[src/rtl/csvqs_pkg.sv]
// Shared types, constants and helpers of the CSV quote-aware delimiter scanner.
package csvqs_pkg;

   localparam int LANES      = 8;
   localparam int BYTE_W     = 8;
   localparam int LANE_W     = 3;
   localparam int VB_W       = 4;
   localparam int PCNT_W     = $clog2(LANES + 1);
   localparam int LEN_W      = 24;
   localparam int CNT_W      = 40;

   localparam logic [BYTE_W-1:0] QUOTE_BYTE   = 8'h22;
   localparam logic [BYTE_W-1:0] NEWLINE_BYTE = 8'h0A;
   localparam logic [BYTE_W-1:0] DELIM_RESET  = 8'h2C;
   localparam logic [LEN_W-1:0]  LEN_MAX      = {LEN_W{1'b1}};

   localparam int REQ_FIELD_W = LANES * BYTE_W + VB_W;
   localparam int REQ_TDATA_W = ((REQ_FIELD_W + 7) / 8) * 8;
   localparam int RSP_FIELD_W = LANE_W + LEN_W + 2 * CNT_W;
   localparam int RSP_TDATA_W = ((RSP_FIELD_W + 7) / 8) * 8;

   localparam int QDEPTH = 4;
   localparam int QPTR_W = $clog2(QDEPTH);

   localparam int CSR_ADDR_W = 3;
   localparam int CSR_DATA_W = 32;
   localparam int CSR_IDX_W  = CSR_ADDR_W - 2;
   localparam logic [CSR_IDX_W-1:0] REG_CELL_MODE = 1'b0;
   localparam logic [CSR_IDX_W-1:0] REG_DELIMITER = 1'b1;

   localparam logic KIND_CELL = 1'b0;
   localparam logic KIND_ROW  = 1'b1;

   typedef struct packed {
      logic is_quote;
      logic is_newline;
      logic is_delim;
   } lane_class_type;

   typedef struct packed {
      logic                              cell_mode;
      logic [LANES-1:0]                  mask;
      logic [LANES-1:0]                  kind;
      logic [LANES-1:0][LEN_W-1:0]       lens;
      logic [LANES-1:0][PCNT_W-1:0]      cell_pre;
      logic [LANES-1:0][PCNT_W-1:0]      row_pre;
      logic [CNT_W-1:0]                  cell_base;
      logic [CNT_W-1:0]                  row_base;
   } event_rec_type;

   // Saturating add of a short distance onto a field length.
   function automatic logic [LEN_W-1:0] sat_add(input logic [LEN_W-1:0]  base,
                                               input logic [PCNT_W-1:0] step);
      logic [LEN_W:0] sum;
      sum = {1'b0, base} + {{(LEN_W + 1 - PCNT_W){1'b0}}, step};
      return sum[LEN_W] ? LEN_MAX : sum[LEN_W-1:0];
   endfunction

endpackage

[src/rtl/csvqs_lane.sv]
// One byte lane: classify the byte as quote, newline or delimiter.
module csvqs_lane (
   input  logic [csvqs_pkg::BYTE_W-1:0] lane_byte,
   input  logic                         lane_on,
   input  logic                         cell_mode,
   input  logic [csvqs_pkg::BYTE_W-1:0] delimiter,
   output csvqs_pkg::lane_class_type    lane_class
);

   always_comb begin
      lane_class.is_quote   = lane_on && (lane_byte == csvqs_pkg::QUOTE_BYTE);
      lane_class.is_newline = lane_on && (lane_byte == csvqs_pkg::NEWLINE_BYTE);
      lane_class.is_delim   = lane_on && cell_mode && (lane_byte == delimiter);
   end

endmodule

[src/rtl/csvqs_merge.sv]
// Merge stage: quote prefix XOR, field lengths, running counts and scanner state.
module csvqs_merge (
   input  logic                                        clock,
   input  logic                                        reset,
   input  logic                                        accept,
   input  logic                                        restart,
   input  logic [csvqs_pkg::PCNT_W-1:0]                vcnt,
   input  logic                                        cell_mode,
   input  csvqs_pkg::lane_class_type [csvqs_pkg::LANES-1:0] lane_class,
   output csvqs_pkg::event_rec_type                    rec,
   output logic                                        has_event
);

   logic                            in_quotes_ff, in_quotes_in;
   logic [csvqs_pkg::LEN_W-1:0]     run_len_ff, run_len_in;
   logic [csvqs_pkg::CNT_W-1:0]     cells_ff, cells_in;
   logic [csvqs_pkg::CNT_W-1:0]     rows_ff, rows_in;

   always_comb begin
      logic                          q;
      logic                          have;
      logic [csvqs_pkg::PCNT_W-1:0]  start;
      logic [csvqs_pkg::PCNT_W-1:0]  gap;
      logic [csvqs_pkg::PCNT_W-1:0]  cc;
      logic [csvqs_pkg::PCNT_W-1:0]  rc;
      logic [csvqs_pkg::LEN_W-1:0]   base;
      logic                          strct;
      q     = in_quotes_ff;
      have  = 1'b0;
      start = '0;
      cc    = '0;
      rc    = '0;
      base  = restart ? '0 : run_len_ff;
      rec.cell_mode = cell_mode;
      rec.cell_base = cells_ff;
      rec.row_base  = rows_ff;
      for (int k = 0; k < csvqs_pkg::LANES; k++) begin
         // quote state seen by this lane comes from all earlier lanes
         strct = !lane_class[k].is_quote && !q &&
                 (lane_class[k].is_newline || lane_class[k].is_delim);
         gap   = csvqs_pkg::PCNT_W'(k) - start;
         rec.mask[k] = strct;
         rec.kind[k] = lane_class[k].is_newline ? csvqs_pkg::KIND_ROW
                                                : csvqs_pkg::KIND_CELL;
         rec.lens[k] = have ? csvqs_pkg::LEN_W'(gap) : csvqs_pkg::sat_add(base, gap);
         if (strct) begin
            cc = cc + 1'b1;
            if (lane_class[k].is_newline) begin
               rc = rc + 1'b1;
            end
            have  = 1'b1;
            start = csvqs_pkg::PCNT_W'(k) + 1'b1;
         end
         rec.cell_pre[k] = cc;
         rec.row_pre[k]  = rc;
         q = q ^ lane_class[k].is_quote;
      end
      gap          = vcnt - start;
      in_quotes_in = q;
      run_len_in   = have ? csvqs_pkg::LEN_W'(gap) : csvqs_pkg::sat_add(base, gap);
      cells_in     = cells_ff + (cell_mode ? csvqs_pkg::CNT_W'(cc) : '0);
      rows_in      = rows_ff + csvqs_pkg::CNT_W'(rc);
      has_event    = have;
   end

   always_ff @(posedge clock) begin
      if (reset) begin
         in_quotes_ff <= 1'b0;
         run_len_ff   <= '0;
         cells_ff     <= '0;
         rows_ff      <= '0;
      end else if (accept) begin
         in_quotes_ff <= in_quotes_in;
         run_len_ff   <= run_len_in;
         cells_ff     <= cells_in;
         rows_ff      <= rows_in;
      end
   end

endmodule

[src/rtl/csvqs_evq.sv]
// Event queue: hold per-beat event records, send one event per cycle unless stalled.
module csvqs_evq (
   input  logic                                 clock,
   input  logic                                 reset,
   input  logic                                 push,
   input  csvqs_pkg::event_rec_type             push_rec,
   output logic                                 room,
   output logic                                 rsp_tvalid,
   input  logic                                 rsp_tready,
   output logic                                 out_kind,
   output logic [csvqs_pkg::LANE_W-1:0]         out_lane,
   output logic [csvqs_pkg::LEN_W-1:0]          out_len,
   output logic [csvqs_pkg::CNT_W-1:0]          out_cells,
   output logic [csvqs_pkg::CNT_W-1:0]          out_rows,
   output logic                                 out_last
);

   csvqs_pkg::event_rec_type          recs_ff [csvqs_pkg::QDEPTH];
   logic [csvqs_pkg::QPTR_W-1:0]      wr_ptr_ff, wr_ptr_in;
   logic [csvqs_pkg::QPTR_W-1:0]      rd_ptr_ff, rd_ptr_in;
   logic [csvqs_pkg::QPTR_W:0]        count_ff, count_in;
   logic [csvqs_pkg::LANES-1:0]       done_ff, done_in;
   logic                              valid_ff, valid_in;

   csvqs_pkg::event_rec_type          head;
   logic [csvqs_pkg::LANES-1:0]       remain;
   logic [csvqs_pkg::LANES-1:0]       pick;
   logic [csvqs_pkg::LANE_W-1:0]      sel;
   logic                              is_last;
   logic                              load;
   logic                              pop;

   always_comb begin
      head   = recs_ff[rd_ptr_ff];
      remain = head.mask & ~done_ff;
      pick   = remain & (~remain + 1'b1);
      sel    = '0;
      for (int k = csvqs_pkg::LANES - 1; k >= 0; k--) begin
         if (remain[k]) begin
            sel = csvqs_pkg::LANE_W'(k);
         end
      end
      is_last = (remain & ~pick) == '0;
      load    = (count_ff != '0) && (!valid_ff || rsp_tready);
      pop     = load && is_last;

      room      = count_ff != (csvqs_pkg::QPTR_W + 1)'(csvqs_pkg::QDEPTH);
      wr_ptr_in = push ? wr_ptr_ff + 1'b1 : wr_ptr_ff;
      rd_ptr_in = pop ? rd_ptr_ff + 1'b1 : rd_ptr_ff;
      count_in  = count_ff + {{csvqs_pkg::QPTR_W{1'b0}}, push}
                           - {{csvqs_pkg::QPTR_W{1'b0}}, pop};
      done_in   = pop ? '0 : (load ? (done_ff | pick) : done_ff);
      valid_in  = load || (valid_ff && !rsp_tready);
   end

   always_ff @(posedge clock) begin
      if (reset) begin
         wr_ptr_ff <= '0;
         rd_ptr_ff <= '0;
         count_ff  <= '0;
         done_ff   <= '0;
         valid_ff  <= 1'b0;
      end else begin
         wr_ptr_ff <= wr_ptr_in;
         rd_ptr_ff <= rd_ptr_in;
         count_ff  <= count_in;
         done_ff   <= done_in;
         valid_ff  <= valid_in;
      end
   end

   always_ff @(posedge clock) begin
      if (push) begin
         recs_ff[wr_ptr_ff] <= push_rec;
      end
      if (load) begin
         out_kind  <= head.kind[sel];
         out_lane  <= sel;
         out_len   <= head.lens[sel];
         out_cells <= head.cell_mode
                      ? head.cell_base + csvqs_pkg::CNT_W'(head.cell_pre[sel]) : '0;
         out_rows  <= head.row_base + csvqs_pkg::CNT_W'(head.row_pre[sel]);
         out_last  <= is_last;
      end
   end

   assign rsp_tvalid = valid_ff;

endmodule

[src/rtl/csv_quote_aware_delimiter_scanner.sv]
// Top level of the CSV quote-aware delimiter scanner: lanes, merge, event queue, registers.
//
// The scanner takes CSV text eight bytes per beat (lane 0 first) and reports every
// structural byte that lies outside double quotes: a newline ends a row (and a cell
// in cell mode), the configured delimiter ends a cell in cell mode. Each quote toggles
// the carried inside-quotes flag; eight lane classifiers feed a merge stage that runs
// the quote prefix XOR, the field lengths (saturating at 2^24-1) and the 40-bit cell
// and row counts, which wrap. A beat with restart set clears the field length before
// its first lane but keeps the quote flag. Each beat that finds structural bytes
// stores one record in a four-entry queue; the output register then delivers that
// record's events one per cycle while rsp_tready holds, lowest lane first, with tlast
// on the beat's final event. Beats without structural bytes produce nothing. Input beats
// are taken one per cycle while the queue has room; a beat carries up to 8 events, which
// leave one at a time through the single event output port. The first event of a beat
// passes through its queue entry and then the output register before rsp_tvalid shows it.
// Registers: cell_mode at byte address 0 (reset 0), delimiter_byte at 4 (reset 0x2C);
// write them only while the scanner is idle.
module csv_quote_aware_delimiter_scanner (
   input  logic                                 clock,
   input  logic                                 reset,
   // request beats
   input  logic                                 req_tvalid,
   output logic                                 req_tready,
   input  logic [csvqs_pkg::REQ_TDATA_W-1:0]    req_tdata,  // byte_lanes[63:0], valid_bytes[67:64]
   input  logic                                 req_tuser,  // restart
   // event beats
   output logic                                 rsp_tvalid,
   input  logic                                 rsp_tready,
   output logic [csvqs_pkg::RSP_TDATA_W-1:0]    rsp_tdata,  // lane_index[2:0], field_length[26:3],
                                                            // cell_total[66:27], row_total[106:67]
   output logic                                 rsp_tuser,  // event_kind
   output logic                                 rsp_tlast,  // last_event
   // register port
   input  logic                                 csr_psel,
   input  logic                                 csr_penable,
   input  logic                                 csr_pwrite,
   input  logic [csvqs_pkg::CSR_ADDR_W-1:0]     csr_paddr,
   input  logic [csvqs_pkg::CSR_DATA_W-1:0]     csr_pwdata,
   output logic [csvqs_pkg::CSR_DATA_W-1:0]     csr_prdata,
   output logic                                 csr_pready
);

   logic                                    cell_mode_ff, cell_mode_in;
   logic [csvqs_pkg::BYTE_W-1:0]            delim_ff, delim_in;
   logic [csvqs_pkg::CSR_IDX_W-1:0]         csr_idx;
   logic                                    csr_wr;

   logic [csvqs_pkg::VB_W-1:0]              valid_bytes;
   logic [csvqs_pkg::PCNT_W-1:0]            vcnt;
   csvqs_pkg::lane_class_type [csvqs_pkg::LANES-1:0] lane_class;
   csvqs_pkg::event_rec_type                rec;
   logic                                    has_event;
   logic                                    room;
   logic                                    accept;

   logic                                    out_kind;
   logic [csvqs_pkg::LANE_W-1:0]            out_lane;
   logic [csvqs_pkg::LEN_W-1:0]             out_len;
   logic [csvqs_pkg::CNT_W-1:0]             out_cells;
   logic [csvqs_pkg::CNT_W-1:0]             out_rows;
   logic                                    out_last;

   // register port: write on the access phase, pready tied high
   assign csr_pready = 1'b1;
   assign csr_idx    = csr_paddr[csvqs_pkg::CSR_ADDR_W-1:2];
   assign csr_wr     = csr_psel && csr_penable && csr_pwrite && csr_pready;

   always_comb begin
      cell_mode_in = cell_mode_ff;
      delim_in     = delim_ff;
      csr_prdata   = '0;
      case (csr_idx)
         csvqs_pkg::REG_CELL_MODE: begin
            csr_prdata = {{(csvqs_pkg::CSR_DATA_W - 1){1'b0}}, cell_mode_ff};
            if (csr_wr) begin
               cell_mode_in = csr_pwdata[0];
            end
         end
         csvqs_pkg::REG_DELIMITER: begin
            csr_prdata = {{(csvqs_pkg::CSR_DATA_W - csvqs_pkg::BYTE_W){1'b0}}, delim_ff};
            if (csr_wr) begin
               delim_in = csr_pwdata[csvqs_pkg::BYTE_W-1:0];
            end
         end
         default: begin
            csr_prdata = '0;
         end
      endcase
   end

   always_ff @(posedge clock) begin
      if (reset) begin
         cell_mode_ff <= 1'b0;
         delim_ff     <= csvqs_pkg::DELIM_RESET;
      end else begin
         cell_mode_ff <= cell_mode_in;
         delim_ff     <= delim_in;
      end
   end

   // take a beat whenever the queue can hold its record
   assign req_tready = room;
   assign accept     = req_tvalid && req_tready;

   // clamp the valid count to the lane count
   assign valid_bytes = req_tdata[csvqs_pkg::LANES*csvqs_pkg::BYTE_W +: csvqs_pkg::VB_W];
   assign vcnt = (valid_bytes > csvqs_pkg::VB_W'(csvqs_pkg::LANES))
                 ? csvqs_pkg::PCNT_W'(csvqs_pkg::LANES)
                 : csvqs_pkg::PCNT_W'(valid_bytes);

   for (genvar g = 0; g < csvqs_pkg::LANES; g++) begin : g_lane
      csvqs_lane u_lane (
         .lane_byte  (req_tdata[g*csvqs_pkg::BYTE_W +: csvqs_pkg::BYTE_W]),
         .lane_on    (csvqs_pkg::PCNT_W'(g) < vcnt),
         .cell_mode  (cell_mode_ff),
         .delimiter  (delim_ff),
         .lane_class (lane_class[g])
      );
   end

   csvqs_merge u_merge (
      .clock      (clock),
      .reset      (reset),
      .accept     (accept),
      .restart    (req_tuser),
      .vcnt       (vcnt),
      .cell_mode  (cell_mode_ff),
      .lane_class (lane_class),
      .rec        (rec),
      .has_event  (has_event)
   );

   // drop beats with no structural byte; queue the rest
   csvqs_evq u_evq (
      .clock      (clock),
      .reset      (reset),
      .push       (accept && has_event),
      .push_rec   (rec),
      .room       (room),
      .rsp_tvalid (rsp_tvalid),
      .rsp_tready (rsp_tready),
      .out_kind   (out_kind),
      .out_lane   (out_lane),
      .out_len    (out_len),
      .out_cells  (out_cells),
      .out_rows   (out_rows),
      .out_last   (out_last)
   );

   assign rsp_tdata = {{(csvqs_pkg::RSP_TDATA_W - csvqs_pkg::RSP_FIELD_W){1'b0}},
                       out_rows, out_cells, out_len, out_lane};
   assign rsp_tuser = out_kind;
   assign rsp_tlast = out_last;

endmodule

[config.mk]
export PLATFORM = sky130hd
export DESIGN_NAME = csv_quote_aware_delimiter_scanner
export DESIGN_NICKNAME = d
export VERILOG_FILES = /design/src/rtl/csvqs_pkg.sv /design/src/rtl/csvqs_lane.sv /design/src/rtl/csvqs_merge.sv /design/src/rtl/csvqs_evq.sv /design/src/rtl/csv_quote_aware_delimiter_scanner.sv
export SDC_FILE = /design/constraint.sdc
export NUM_CORES = 2
export LEC_CHECK = 0
export BUFFER_PORTS_ARGS = -buffer_cell sky130_fd_sc_hd__buf_4
export CORE_MARGIN = 2
export CORE_UTILIZATION = 26
export DETAILED_ROUTE_END_ITERATION = 8
export PLACE_DENSITY = 0.44
export SLEW_MARGIN = 5
export SYNTH_ARGS = -nofsm -noshare
export SYNTH_HDL_FRONTEND = slang
export SYNTH_SLANG_ARGS = --single-unit
[constraint.sdc]
create_clock -name clock -period 15 [get_ports clock]
set_input_delay 2.25 -clock clock [delete_from_list [all_inputs] [get_ports clock]]
set_output_delay 2.25 -clock clock [all_outputs]
set_load 0.05 [all_outputs]
==> impl_metrics.json <==
{
  "status": "completed",
  "cts_tree": "done",
  "cts_made_buffers": 174,
  "multiInputGateArea_mm2": 0.0219,
  "viasPerCell": 4.67,
  "synthTopCellsByArea": "edfxtp_1 (63%), mux4_2 (11%), dfxtp_1 (3.8%)",
  "die_h_um": 523,
  "cts_resized": 0,
  "area_growth_pct": 16.1,
  "tns_ns": 0,
  "placed_area_mm2": 0.0757,
  "start_util_pct": 26.1,
  "setup_viol_count_final": 0,
  "min_period_ns": 11.76,
  "clkTransAtPathRegs_ns": 0.06,
  "worstPathRequired_ns": 15.68,
  "synth_flop_cell": "edfxtp_1",
  "grt_use_met2_pct": 24.1,
  "fin_skew_ns": 0.0509,
  "grt.met1_usage_pct": 19.5,
  "vias": 40000,
  "synth_edf_count": 1469,
  "wl_per_cell_um": 23.2,
  "worst_slew_pin_slew_ns": 1.25,
  "grt_pass1_vias": 40700,
  "port_buffers": 203,
  "io_pins": 264,
  "async_flop_share_pct": 0,
  "whs_endpoint": "u_merge.run_len_ff[18]",
  "grt_max_degree": 131,
  "gp_congestion": 0.802,
  "htreeDepth": 4,
  "stdcell_area_mm2": 0.0813,
  "cts-root-buf": "clkbuf_16",
  "clock.fmax_mhz": 85.1,
  "ys_seq_elements": 1601,
  "clockBufferDepth": 3,
  "drtAntennaViolNets": 0,
  "ys_warn_count": 0,
  "synth_cells": 4610,
  "cap_violations": 0,
  "finalNetCount": 5052,
  "slowest_stage": "a211oi_1",
  "clock_latency_ns": 0.82,
  "pre_cts_ws_ns": 2.34,
  "holdBufCountCts": 0,
  "drc": 0,
  "hold_violations": 0,
  "synth_cell_types": 102,
  "num-fill-cells": 26600,
  "hold_path_startpoint": "u_merge.run_len_ff[18]",
  "use_met3_pct": 2.15,
  "die_w_um": 523,
  "grt-busiest-layer": "met2",
  "power_density_mw_per_mm2": 135,
  "fin_crit_sh_pct": 78.4,
  "vdd_drop_max_mv": 0.115,
  "end_kind": "register",
  "register_area_mm2": 0.0468,
  "path_class": "in -> reg",
  "leakagePower_nw": 27.1,
  "hold_depth": 2,
  "timing.final.ws_setup_ns": 3.24,
  "yosysSeqAreaShare_pct": 66.8,
  "cp_max_fo": 10,
  "rows": 190,
  "coreArea_mm2": 0.268,
  "syn_area_mm2": 0.0700,
  "maxSlewHeadroom_pct": 15.9,
  "drt_iter0_drc": 3273,
  "r2r_start": "delim_ff[5]",
  "fp.dieArea_mm2": 0.274,
  "startpoint_type": "input port",
  "clock_sinks": 1601,
  "dr.pass1.iters": 5,
  "drive_above_1_share_pct": 19.7,
  "r2r_slack_ns": 4.80,
  "grt_antenna_before_repair": 9,
  "grt_pass1_wl_um": 290000,
  "drt-total-wl_um": 199000,
  "synth_top_area_share_pct": 63.0,
  "reg2reg_to": "u_merge.cells_ff[36]",
  "drv_slew": 0,
  "grt_overflow_total": 0,
  "holdWs_ns": 0.456,
  "reg2reg_depth": 33,
  "worst_ep_arrival_time_ns": 12.43,
  "cts_setup_buffers": 0,
  "postSynthAreaPerCell_um2": 15.2,
  "critical_path.most_common_cell": "ha_1",
  "slowest_delay_ns": 0.88,
  "rsz0062_at_grt": "false",
  "synth_top_area_cell": "edfxtp_1",
  "dp_hpwl_um": 122000,
  "holdCritPathClass": "reg -> reg",
  "grt.total_usage_pct": 14.3
}
-- Yosys cell counts (75+ instances only) --
cell / count
nand3_1: 228
inv_1: 76
nand2_1: 490
dfxtp_1: 132
o21ai_0: 94
xor2_1: 161
ha_1: 75
xnor2_1: 203
a21oi_1: 218
mux4_2: 341
nor2_1: 318
edfxtp_1: 1469
clkbuf_1: 157
-- cell families after synthesis --
group	after synthesis	synth area share [%]
flops	1601	66.8
fa+ha+maj	90	1.74
compound gates	444	3.78
buf+inv	355	2.30
mux	355	11.2
simple gates	1385	9.29
other cells	2	0.0107
xor+xnor	378	4.94
-- layout make-up --
class / count / share of cell area [%]
Multi-Input combinational cell: 2687 / 26.9
Sequential cell: 1601 / 57.5
Inverter: 86 / 0.412
Clock buffer: 236 / 5.89
Antenna cell: 2 / 0.00615
Tap cell: 3552 / 5.46
Timing Repair Buffer: 299 / 2.85
Clock inverter: 85 / 0.983
-- state kept, by name (all words and copies together) (netlist names), named ones only --
signal,cells
u_evq.out_kind,1
u_evq.out_rows,40
u_merge.in_quotes_ff,1
u_evq.out_last,1
u_evq.recs_ff,1360
u_evq.done_ff,8
u_evq.rd_ptr_ff,2
u_merge.rows_ff,40
cell_mode_ff,1
u_evq.out_cells,40
u_evq.wr_ptr_ff,2
u_merge.run_len_ff,24
delim_ff,8
u_evq.out_lane,3
u_evq.rsp_tvalid,1
u_evq.count_ff,3
u_merge.cells_ff,40
u_evq.out_len,24
-- layer usage --
metal  share of wire, %  vias up
met3                4.1      253
met1                 45    20900
li1                   -    17900
met4                1.9        2
met5             0.0050        -
met2                 49      911
-- worst max-delay path, delay by kind of cell --
family | cells | cell delay, ns
buffers and inverters | 3 | 0.51
XOR/XNOR | 1 | 0.15
adder cells (fa/ha/maj) | 8 | 2.55
multiplexers | 3 | 0.60
AND/OR/NAND/NOR | 16 | 3.46
AO/OA/AOI/OAI | 8 | 2.88
-- layout by cell type (no fill, tap or decap), types with 19 or more instances in the layout --
master / count
edfxtp_1: 1469
nand2_1: 489
mux4_2: 341
nor2_1: 317
buf_4: 293
nand3_1: 226
a21oi_1: 217
xnor2_1: 203
clkbuf_16: 174
xor2_1: 161
dfxtp_1: 130
o21ai_0: 93
inv_1: 75
ha_1: 75
nor3_1: 48
clkbuf_1: 42
nand4_1: 41
nand2b_1: 40
nor2b_1: 36
and2_1: 36
conb_1: 35
clkinv_1: 30
clkinv_2: 29
nor4_1: 21
clkbuf_8: 20
a21o_1: 19
and4_1: 19
and3_1: 19
-- through the flow --
step / utilization [%] / power (mW) / cells
after detailed placement: 28.3 / 6.92 / 8225
final: 30.4 / 11.0 / 8548
after CTS: 30.4 / 11.2 / 8546
after global routing: 30.4 / 11.4 / 8547
after floorplan: - / 6.25 / 4643
after global placement: 28.3 / 6.92 / 8225
-- worst max path at each step --
| stage | endpoint | slack (ns) | from |
|---|---|---|---|
| CTS | u_merge.cells_ff[38] | 3.24 | req_tdata[67] |
| global placement | u_merge.cells_ff[34] | 2.46 | req_tdata[67] |
| floorplan | u_evq.recs_ff[0][0] | 0.77 | req_tdata[67] |
| finish | u_merge.cells_ff[36] | 3.24 | req_tdata[67] |
| detailed placement | u_merge.cells_ff[36] | 2.34 | req_tdata[67] |
| global route | u_merge.cells_ff[32] | 2.45 | req_tdata[67] |
-- report_power, final --
group,internal [mW],total [mW],switching (mW)
Clock,2.39,4.21,1.82
Sequential,5.01,5.07,0.0652
Combinational,0.487,1.69,1.21
Note: power is estimated with default switching activity, not from simulation.
